`src/design/assert_macros.svh`:
```
// ----------------------------------------------------------------------------
// assert_macros.svh
// concurrent assertion macros, empty when synthesising
// ----------------------------------------------------------------------------
`ifndef ASSERT_MACROS_SVH
`define ASSERT_MACROS_SVH

`ifndef SYNTHESIS

// checked at every rising clock edge outside reset
`define ASSERT_SYNC(lbl, clk, rst_n, prop, msg) \
    lbl: assert property (@(posedge clk) disable iff (!rst_n) prop) else $error(msg);

// checked at every rising clock edge, reset included
`define ASSERT_ALWAYS(lbl, clk, prop, msg) \
    lbl: assert property (@(posedge clk) prop) else $error(msg);

`else

`define ASSERT_SYNC(lbl, clk, rst_n, prop, msg)
`define ASSERT_ALWAYS(lbl, clk, prop, msg)

`endif

`endif

```
`src/design/pbo_pkg.sv`:
```
// ----------------------------------------------------------------------------
// pbo_pkg
// shared types, codes and the sine table function of the oscillator voice
// ----------------------------------------------------------------------------
`default_nettype none

package pbo_pkg;

    localparam int CFG_IDX_W  = 1;
    localparam int CFG_DATA_W = 2;

    localparam logic [CFG_IDX_W-1:0] CFG_WAVEFORM = 1'b0;
    localparam logic [CFG_IDX_W-1:0] CFG_AM_EN    = 1'b1;

    localparam logic [1:0] WAVE_OFF  = 2'd0;
    localparam logic [1:0] WAVE_SINE = 2'd1;
    localparam logic [1:0] WAVE_SAW  = 2'd2;

    // post-division datapath stages
    localparam logic [2:0] STG_SAW  = 3'd0;
    localparam logic [2:0] STG_Y    = 3'd1;
    localparam logic [2:0] STG_AMP  = 3'd2;
    localparam logic [2:0] STG_MONO = 3'd3;
    localparam logic [2:0] STG_PAN  = 3'd4;

    localparam int DIV_STEPS = 16;

    // one in q30 for the sine table polynomial
    localparam longint SINE_Q30 = longint'(1) <<< 30;

    typedef struct packed {
        logic       load;
        logic       div_step;
        logic       stage_en;
        logic [2:0] stage;
    } t_dp_cmd;

    function automatic logic signed [15:0] sat16(input logic signed [23:0] v);
        logic signed [15:0] r;
        if (v > 24'sd32767) begin
            r = 16'sh7fff;
        end else if (v < -24'sd32768) begin
            r = 16'sh8000;
        end else begin
            r = 16'(v);
        end
        return r;
    endfunction

    // sine table entry in 17-bit q2.15, quarter-wave odd polynomial in q30
    // products truncate towards zero, so the q30 scaling stays a division
    function automatic logic signed [16:0] sine_entry(input int idx, input int depth);
        longint a32;
        longint quad;
        longint x;
        longint x2;
        longint p;
        longint y;
        a32  = longint'(idx) <<< (32 - $clog2(depth));
        quad = (a32 >>> 30) & 3;
        x    = a32 & (SINE_Q30 - 1);
        if ((quad & 1) != 0) begin
            x = SINE_Q30 - x;
        end
        x2 = (x * x) / SINE_Q30;
        p  = 172272;
        p  = -5026995 + (p * x2) / SINE_Q30;
        p  = 85569306 + (p * x2) / SINE_Q30;
        p  = -693598668 + (p * x2) / SINE_Q30;
        p  = 1686629713 + (p * x2) / SINE_Q30;
        y  = (p * x) / SINE_Q30;
        if (y < 0) begin
            y = -((-y + 16384) >>> 15);
        end else begin
            y = (y + 16384) >>> 15;
        end
        if (y > 32768) begin
            y = 32768;
        end
        if (y < 0) begin
            y = 0;
        end
        if (quad >= 2) begin
            y = -y;
        end
        return 17'(y);
    endfunction

endpackage

`default_nettype wire

```
`src/design/pbo_ctrl.sv`:
```
// ----------------------------------------------------------------------------
// pbo_ctrl
// sequencer: load, sixteen divide steps, five arithmetic stages, result hold
// ----------------------------------------------------------------------------
`default_nettype none
`include "assert_macros.svh"

module pbo_ctrl
    import pbo_pkg::*;
(
    input  wire logic i_clk,
    input  wire logic i_rst_n,
    input  wire logic i_in_valid,
    output logic      o_in_ready,
    output logic      o_out_valid,
    input  wire logic i_out_ready,
    output t_dp_cmd   o_cmd
);

    localparam logic [1:0] ST_IDLE = 2'd0;
    localparam logic [1:0] ST_DIV  = 2'd1;
    localparam logic [1:0] ST_POST = 2'd2;
    localparam logic [1:0] ST_OUT  = 2'd3;

    logic [1:0] r_state;
    logic [1:0] n_state;
    logic [3:0] r_cnt;
    logic [3:0] n_cnt;

    always_comb begin
        n_state = r_state;
        n_cnt   = r_cnt;
        case (r_state)
            ST_IDLE: begin
                n_cnt = '0;
                if (i_in_valid) begin
                    n_state = ST_DIV;
                end
            end
            ST_DIV: begin
                if (r_cnt == 4'(DIV_STEPS - 1)) begin
                    n_state = ST_POST;
                    n_cnt   = '0;
                end else begin
                    n_cnt = r_cnt + 4'd1;
                end
            end
            ST_POST: begin
                if (r_cnt == {1'b0, STG_PAN}) begin
                    n_state = ST_OUT;
                    n_cnt   = '0;
                end else begin
                    n_cnt = r_cnt + 4'd1;
                end
            end
            ST_OUT: begin
                if (i_out_ready) begin
                    n_state = ST_IDLE;
                end
            end
            default: begin
                n_state = ST_IDLE;
                n_cnt   = '0;
            end
        endcase
    end

    always_ff @(posedge i_clk) begin
        if (!i_rst_n) begin
            r_state <= ST_IDLE;
            r_cnt   <= '0;
        end else begin
            r_state <= n_state;
            r_cnt   <= n_cnt;
        end
    end

    assign o_in_ready      = r_state == ST_IDLE;
    assign o_out_valid     = r_state == ST_OUT;
    assign o_cmd.load      = (r_state == ST_IDLE) && i_in_valid;
    assign o_cmd.div_step  = r_state == ST_DIV;
    assign o_cmd.stage_en  = r_state == ST_POST;
    assign o_cmd.stage     = r_cnt[2:0];

    `ASSERT_SYNC(a_no_overlap, i_clk, i_rst_n, !(o_in_ready && o_out_valid), "input taken while result pending")
    `ASSERT_SYNC(a_accept_starts, i_clk, i_rst_n, (i_in_valid && o_in_ready) |=> ((r_state == ST_DIV) && (r_cnt == 4'd0)), "accepted word did not start divide")
    `ASSERT_SYNC(a_div_len, i_clk, i_rst_n, ((r_state == ST_DIV) && (r_cnt == 4'(DIV_STEPS - 1))) |=> ((r_state == ST_POST) && (r_cnt == 4'd0)), "divide did not hand over")

endmodule

`default_nettype wire

```
`config.mk`:
```
export PLATFORM = sky130hd
export DESIGN_NAME = pbo_ctrl
export DESIGN_NICKNAME = d
export VERILOG_FILES = /design/src/design/pbo_pkg.sv /design/src/design/pbo_ctrl.sv
export VERILOG_INCLUDE_DIRS = /design/src /design/src/design
export SDC_FILE = /design/constraint.sdc
export NUM_CORES = 1
export LEC_CHECK = 0
export BUFFER_PORTS_ARGS = -buffer_cell sky130_fd_sc_hd__buf_2
export CAP_MARGIN = 20
export CORE_AREA = 2 2 39 41
export DETAILED_ROUTE_END_ITERATION = 16
export DIE_AREA = 0 0 41 43
export PLACE_DENSITY = 0.55
export REMOVE_ABC_BUFFERS = 1
export SLEW_MARGIN = 20
export SYNTH_ARGS = -nofsm -noshare
export SYNTH_HDL_FRONTEND = slang
export SYNTH_SLANG_ARGS = --single-unit
export TNS_END_PERCENT = 50
```
`constraint.sdc`:
```
create_clock -name i_clk -period 4.3 [get_ports i_clk]
set_clock_uncertainty 0.2 [all_clocks]
set_input_delay 0.86 -clock i_clk [delete_from_list [all_inputs] [get_ports i_clk]]
set_output_delay 0.86 -clock i_clk [all_outputs]
set_load 0.01 [all_outputs]
```
== Yosys cells after proc, flatten, opt, wreduce, memory -nomap -nowiden ==
Cells that the tools add are included.
Word-level totals
  bits in registers: 6
  bits in latches: 0
  bits in writable memories: 0
  ROM bits: 0
  input bits: 4
  word-level logic and storage cells: 24
  memories: 0
Cells by class
  add/sub/neg operators: 1
  multiply operators: 0
  div/mod/pow operators: 0
  $lt $le $gt $ge: 0
  eq/ne operators: 9
  shift operators: 0
  muxes and demuxes: 8
  bitwise operators: 0
  reductions and logical operators: 4
Operator list (number)
  $pmux 4 s3: 1
  $mux 2: 4
  $mux 4: 2
  $pmux 2 s4: 1
  $ne 2x1->1 const B: 3
  $add 4x1->4 const B: 1
  $eq 2x2->1 const B: 2
  $eq 4x3->1 const B: 1
  $eq 4x4->1 const B: 1
  $reduce_and 4->1: 1
  $reduce_bool 3->1: 1
  $eq 2x1->1 const B: 1
  $logic_not 2->1: 1
  $ne 2x2->1 const B: 1
  $logic_and 1x1->1: 1

== Longest topological paths before layout ==
Gate-level depths: netlist (run 1).
  depth after elaboration: 3
  depth in mapped cells: 6
  mapped depth without buffers: 6

== Worst setup path before layout (run 1) ==
No wires, ideal clock.
  kind: input port to output port
  from: input i_in_valid
  to: output o_cmd[5] (netlist name)
  data arrival time: 1025 ps
  data required time: 3240 ps
  slack: 2215 ps
  cell stages on the path: 1
  buffers on the path: 0
  cells stage by stage: and2_1
On the way
  word-level cells in the longest chain between the ends: 1
Ends and longest elaborated chain
  start: declaration: RTL line pbo_ctrl.sv:13  | input wire logic i_in_valid,
  $logic_and 1x1->1: RTL line pbo_ctrl.sv:80  | assign o_cmd.load = (r_state == ST_IDLE) && i_in_valid;
  end: declaration: RTL line pbo_ctrl.sv:17  | output t_dp_cmd o_cmd
Every way passes these cells.

==> flow_metrics.tcl, run 1 <==
set metrics [dict create \
    tightest_slew_ns 0.319 \
    grt_first_pass_wirelength_mm 1.45 \
    cts_root_buf "clkbuf_4" \
    ys.flop_type "dfxtp_1" \
    floorplan.initialDensity_pct 34.5 \
    initialDrtViolationCount 4 \
    gp_congestion 0.667 \
    die_area_mm2 0.00176 \
    clk_latency_ns 0.25 \
    dpl_cell_area_um2 527 \
    yosysMostFrequentCell "ha_1" \
    max-slew-margin-rel_pct 78.7 \
    viasPerCell 4.84 \
    postCtsSetupBuffers 0 \
    overflow 0 \
    status "finished clean" \
    syn_area_um2 478 \
    hold_viol_final 0 \
    antenna_found_initial 0 \
    hold_depth 2 \
    synth_top_area_share_pct 25.1 \
    yosys-top-cells-count "7 x ha_1, 6 x dfxtp_1, 4 x inv_1, 3 x buf_4, 3 x nor2_1" \
    setup_viol 0 \
    ys_seq_area_share_pct 25.1 \
    dp_hpwl_um 700 \
    timing_worst_setup_path_type "input pin to output port" \
    portBuffers 11 \
    fin_ws_ns 2.02 \
    nNetsFinal 74 \
    clock.fmax_ghz 0.438 \
    synth-edff-count 0 \
    layout-drive-gt1-share_pct 31.1 \
    ys_warn_count 0 \
    hold_path.class "flop to flop" \
    wl_um 908 \
    drc 0 \
    drt-wirelength-per-cell_um 11.8 \
    cp_max_fo 2 \
    numClockSinks 6 \
    grt_max_degree 11 \
    grt_util_all_layers_pct 12.9 \
    synth_cells 51 \
    h-tree-depth 1 \
    fin_crit_ns 2.28 \
    area_growth_pct 14.9 \
    crit_arrival_ns 1.22 \
    clk_pin_slew_ns 0.04 \
    ys_async_sr_fraction_pct 0 \
    rsz0062_at_grt "no" \
    synth_area_leader_cell "dfxtp_1" \
    fin_area_um2 549 \
    num_rows 14 \
    power.density_mw_per_mm2 557 \
    clk_path_buf_depth 2 \
    avgSynthCellArea_um2 9.37 \
    cts_made_buffers 3 \
    grt_pass1_vias 345 \
    ctsResizeCount 0 \
    die-height_um 43 \
    ir_worst_vdd_mv 0.166 \
    io_pins 12 \
    pre_cts_ws_ns 2.01 \
    vias 373 \
    cts_tree "built" \
    drtAntennaViolNets 0 \
    drv_slew 0 \
    cp-start-kind "input pin" \
    cap_violations 0 \
    n_antenna_cell 0 \
    fill_cells 152 \
    crit_required_ns 3.24 \
    timing.final.crit_share_pct 53.1 \
    drt_first_pass_iters 3 \
    rr_worst_depth 5 \
    yosys-top-cells-area "dfxtp_1 25%, ha_1 18%, o311ai_4 5.5%" \
    critPathCaptureType "output port" \
    leakage_nw 0.263 \
    cts_hold_buf 0 \
    finalSetupTns_ns 0 \
    die_width_um 41 \
    ys_ff_latch 6 \
    ys_types 26 \
    core-area_mm2 0.00138 \
]
==> final timing paths <==
check / from / to / slack [ns]
max: i_in_valid / o_cmd[5] / 2.02
min: r_state[1]$_SDFFE_PN0P_ / r_state[1]$_SDFFE_PN0P_ / 0.36
max reg2reg: r_state[0]$_SDFFE_PN0P_ / r_state[0]$_SDFFE_PN0P_ / 2.45
min reg2reg: r_state[1]$_SDFFE_PN0P_ / r_state[1]$_SDFFE_PN0P_ / 0.36
==> flip-flops by register name (all words and copies together), names as in the netlist <==
name	cells
r_cnt	4
r_state	2
==> layout by cell type, fill, tap and decap left out, drive strengths merged, types with 2 or more instances in the layout <==
cell type	count
and3	2
nand2b	2
clkbuf	3
nor3	2
nor2b	2
ha	7
nor2	3
inv	4
dfxtp	6
buf	11
a21oi	2
nand3	2
nand2	2
==> power by group <==
| group | switching (W) | internal (W) |
|---|---|---|
| registers | 0.0000108 | 0.0000672 |
| logic | 0.0000976 | 0.0000774 |
| clock network | 0.0000211 | 0.0000316 |
| total | 0.000129 | 0.000176 |
==> critical path, cell delays in order <==
cell and delay [ns]:
buf_2 0.10, and2_1 0.14, buf_2 0.13
==> stage by stage <==
step	utilization [%]	instances	hold slack [ns]	total power (W)
floorplan	-	47	0.335	0.000209
global placement	38.1	74	0.361	0.000256
detailed placement	38.1	74	0.359	0.000258
CTS	39.7	77	0.368	0.000315
global route	39.7	77	0.401	0.000342
finish	39.7	77	0.361	0.000306
==> cell families (layout without fill, tap and decap cells) <==
family          after synthesis  count (layout)  share of synthesized area, %
fa+ha+maj                     7               7                          18.3
xor+xnor                      1               1                          1.83
simple gates                 20              20                          27.0
flops                         6               6                          25.1
buf+inv                       8              18                          8.64
compound gates                7               7                          14.7
mux                           2               2                          4.45
==> metal layers <==
metal  part of all wire, %  vias to the layer above  GRT usage, %
met5                     0                        -             0
met4                  0.44                        0          2.00
met3                   6.9                        2          9.42
met2                    48                        8          19.4
met1                    44                      167          14.5
li1                      -                      196             -
==> cell type report <==
type                       instances  area [um2]  share of cell area (%)
timing repair buffer              11        55.1                    10.0
sequential                         6         120                    21.9
clock buffer                       3        22.5                    4.10
inverter                           4        15.0                    2.73
tap                               16        20.0                    3.64
multi-input combinational         37         317                    57.6
No activity file was read; power rests on OpenSTA's default activity.
==> run 2: changes to the inputs <==
--- a/config.mk
+++ b/config.mk
@@ -6,12 +6,13 @@
 export SDC_FILE = /design/constraint.sdc
 export NUM_CORES = 1
 export LEC_CHECK = 0
+export ABC_AREA = 1
 export BUFFER_PORTS_ARGS = -buffer_cell sky130_fd_sc_hd__buf_2
 export CAP_MARGIN = 20
 export CORE_AREA = 2 2 39 41
 export DETAILED_ROUTE_END_ITERATION = 16
 export DIE_AREA = 0 0 41 43
-export PLACE_DENSITY = 0.55
+export PLACE_DENSITY = 0.54
 export REMOVE_ABC_BUFFERS = 1
 export SLEW_MARGIN = 20
 export SYNTH_ARGS = -nofsm -noshare
==> constraint.sdc (replaced) <==
create_clock -name i_clk -period 2.3 [get_ports i_clk]
set_clock_uncertainty 0.2 [all_clocks]
set_input_delay 0.46 -clock i_clk [delete_from_list [all_inputs] [get_ports i_clk]]
set_output_delay 0.46 -clock i_clk [all_outputs]
set_load 0.01 [all_outputs]
==> run 2 against run 1 <==
  * First-iteration DRC count unchanged
  * Clock-buffer cell count unchanged
  * Area after synthesis decreased by 1.3%
  * Cell area decreased by 0.46%
  * Global-route usage increased by 1.6 points
  * Sequential power increased by 93%
  * Routed wire length increased by 6.3%
  * Core utilization decreased by 0.18 points
  * Synthesized cell count increased by 37%
==> flow_metrics.tcl, run 2 <==
set metrics [dict create \
    status "finished clean" \
    p_seq_share_pct 26.7 \
    antenna_found_initial 0 \
    fin_crit_ns 1.79 \
    die-height_um 43 \
    crit_required_ns 1.64 \
    crit_arrival_ns 1.13 \
    overflow 0 \
    timing_worst_setup_path_type "flop to output port" \
    rsz0062_at_grt "no" \
    synth_area_leader_cell "dfxtp_1" \
    fin_ws_ns 0.509 \
    p_sw_share_pct 46.4 \
    yosys-top-cells-count "16 x nand2_1, 15 x inv_1, 7 x ha_1, 6 x a21oi_1, 6 x dfxtp_1" \
    h-tree-depth 1 \
    syn_area_um2 472 \
    synth_fa_ha_area_share_pct 18.6 \
    avgSynthCellArea_um2 6.74 \
    max-slew-margin-rel_pct 82.0 \
    cts_hold_buf 0 \
    finalSetupTns_ns 0 \
    io_pins 12 \
    dp_hpwl_um 732 \
    p_int_w 0.000304 \
    cp_top_family "flip-flops" \
    numClockSinks 6 \
    setup_viol 0 \
    ys_seq_area_share_pct 25.5 \
    layout-drive-gt1-share_pct 22.2 \
    drt_first_pass_iters 4 \
    yosys-top-cells-area "dfxtp_1 25%, ha_1 19%, nand2_1 13%" \
    cap_violations 0 \
    postCtsSetupBuffers 0 \
    critical_path.cell_chain "inv_1 > ha_1 > nand2_1 > inv_1 > buf_2" \
    multi_input_area_um2 273 \
    cts_root_buf "clkbuf_4" \
    drt-wirelength-per-cell_um 9.95 \
    synthMuxAreaShare_pct 0 \
    critPathMostFrequentCell "inv_1" \
    tightest_slew_ns 0.270 \
    ys_async_sr_fraction_pct 0 \
    power.density_mw_per_mm2 1040 \
    grt_max_degree 8 \
    ys_ff_latch 6 \
    final_cells 97 \
    cp_max_fo 4 \
    synth-simple-area-share_pct 30.2 \
    drc 0 \
    n_antenna_cell 0 \
    ys_warn_count 0 \
    num_rows 14 \
    drtAntennaViolNets 0 \
    fill_cells 145 \
    seq_area_um2 120 \
    clk_pin_slew_ns 0.05 \
    layout.cells.most_common "nand2_1" \
    floorplan.initialDensity_pct 34.1 \
    cp-start-kind "flop" \
    ir_worst_vdd_mv 0.381 \
    cp_slowest_stage_delay_ns 0.36 \
    grt_pass1_vias 419 \
    leakage_nw 0.303 \
    yosysMostFrequentCell "nand2_1" \
    viasPerCell 4.52 \
    p_clk_share_pct 18.5 \
    fin_area_um2 547 \
    vias 438 \
    grt_first_pass_wirelength_mm 1.64 \
    largest_reg_flops 4 \
    timing.final.crit_share_pct 77.9 \
    clock.fmax_ghz 0.558 \
    cts_tree "built" \
    clk_latency_ns 0.25 \
    comb_power_share_pct 54.8 \
    portBuffers 11 \
    area_growth_pct 15.9 \
    hold_path.class "input pin to flop" \
    crit_buf_inv 3 \
    critPathCaptureType "output port" \
    initialDrtViolationCount 4 \
    synth-compound-area-share_pct 9.02 \
    top_regs "r_cnt: 4 flops, r_state: 2 flops" \
    synth-edff-count 0 \
    ys.flop_type "dfxtp_1" \
    synth_xor_area_share_pct 0 \
    final_cell_mix "16 x nand2_1, 15 x inv_1, 11 x buf_2" \
    ys_types 14 \
    synth_top_area_share_pct 25.5 \
    post-route-util_pct 39.5 \
    p_switching_w 0.000263 \
    dpl_cell_area_um2 524 \
    slowest_stage "dfxtp_1" \
    wl_um 965 \
    die_width_um 41 \
    ctsResizeCount 0 \
    synth_cells 70 \
    gp_congestion 0.785 \
    nNetsFinal 94 \
    grt_util_all_layers_pct 14.4 \
    clk_path_buf_depth 2 \
    cts_made_buffers 3 \
    dp_cells 94 \
    drv_slew 0 \
    die_area_mm2 0.00176 \
    core-area_mm2 0.00138 \
    synth_top_family_by_area "simple AND/OR/NAND/NOR gates" \
    pre_cts_ws_ns 0.759 \
    regMostFlops "r_cnt" \
    hold_viol_final 0 \
]
## run 2: metrics by stage
step	power [W]	hold slack, ns
finish	0.000566	0.265
global route	0.000631	0.295
CTS	0.000572	0.260
detailed placement	0.000465	0.291
global placement	0.000468	0.286
floorplan	0.000381	0.260
## run 2: final cells by class
class,instances,area share [%]
sequential,6,22.0
tap,16,3.66
multi-input combinational,46,49.9
inverter,15,10.3
timing repair buffer,11,10.1
clock buffer,3,4.12
## run 2: metal layers
layer	part of all wire (%)	GRT usage, %	vias to the layer above
met5	0	0	-
met4	3.1	10.0	0
met3	3.8	6.28	4
met2	47	19.4	9
met1	46	17.6	188
li1	-	-	237
## run 2: worst reg2reg max path, stage by stage (launching register included)
cell	delay, ns
dfxtp_1	0.36
inv_1	0.10
ha_1	0.28
inv_1	0.06
nor2_1	0.17
o211ai_1	0.13
a21oi_1	0.13
## run 2: cells by family (layout without fill, tap and decap cells)
kind of cell,Yosys count,count (layout)
AO/OA/AOI/OAI,8,8
adder cells (fa/ha/maj),7,7
AND/OR/NAND/NOR,31,31
buffers and inverters,18,29
flip-flops,6,6
## run 2: final timing paths
path                                                 to  slack, ns                    start  cells after the start
worst max-delay path                           o_cmd[5]       0.51  r_state[1]$_SDFFE_PN0P_                      5
worst min-delay path            r_state[1]$_SDFFE_PN0P_       0.26                  i_rst_n                      3
worst max register to register    r_cnt[1]$_SDFFE_PN0P_       0.81  r_state[1]$_SDFFE_PN0P_                      6
worst min register to register    r_cnt[3]$_SDFFE_PN0P_       0.29    r_cnt[3]$_SDFFE_PN0P_                      2
## run 2: power by group through the flow
stage / sequential, W / clock, W / combinational, W
2_1_floorplan: 0.000152 / 0 / 0.000229
3_3_place_gp: 0.000152 / 0 / 0.000316
3_5_place_dp: 0.000154 / 0 / 0.000310
4_1_cts: 0.000152 / 0.000109 / 0.000312
5_1_grt: 0.000155 / 0.000116 / 0.000361
6_report: 0.000151 / 0.000105 / 0.000311
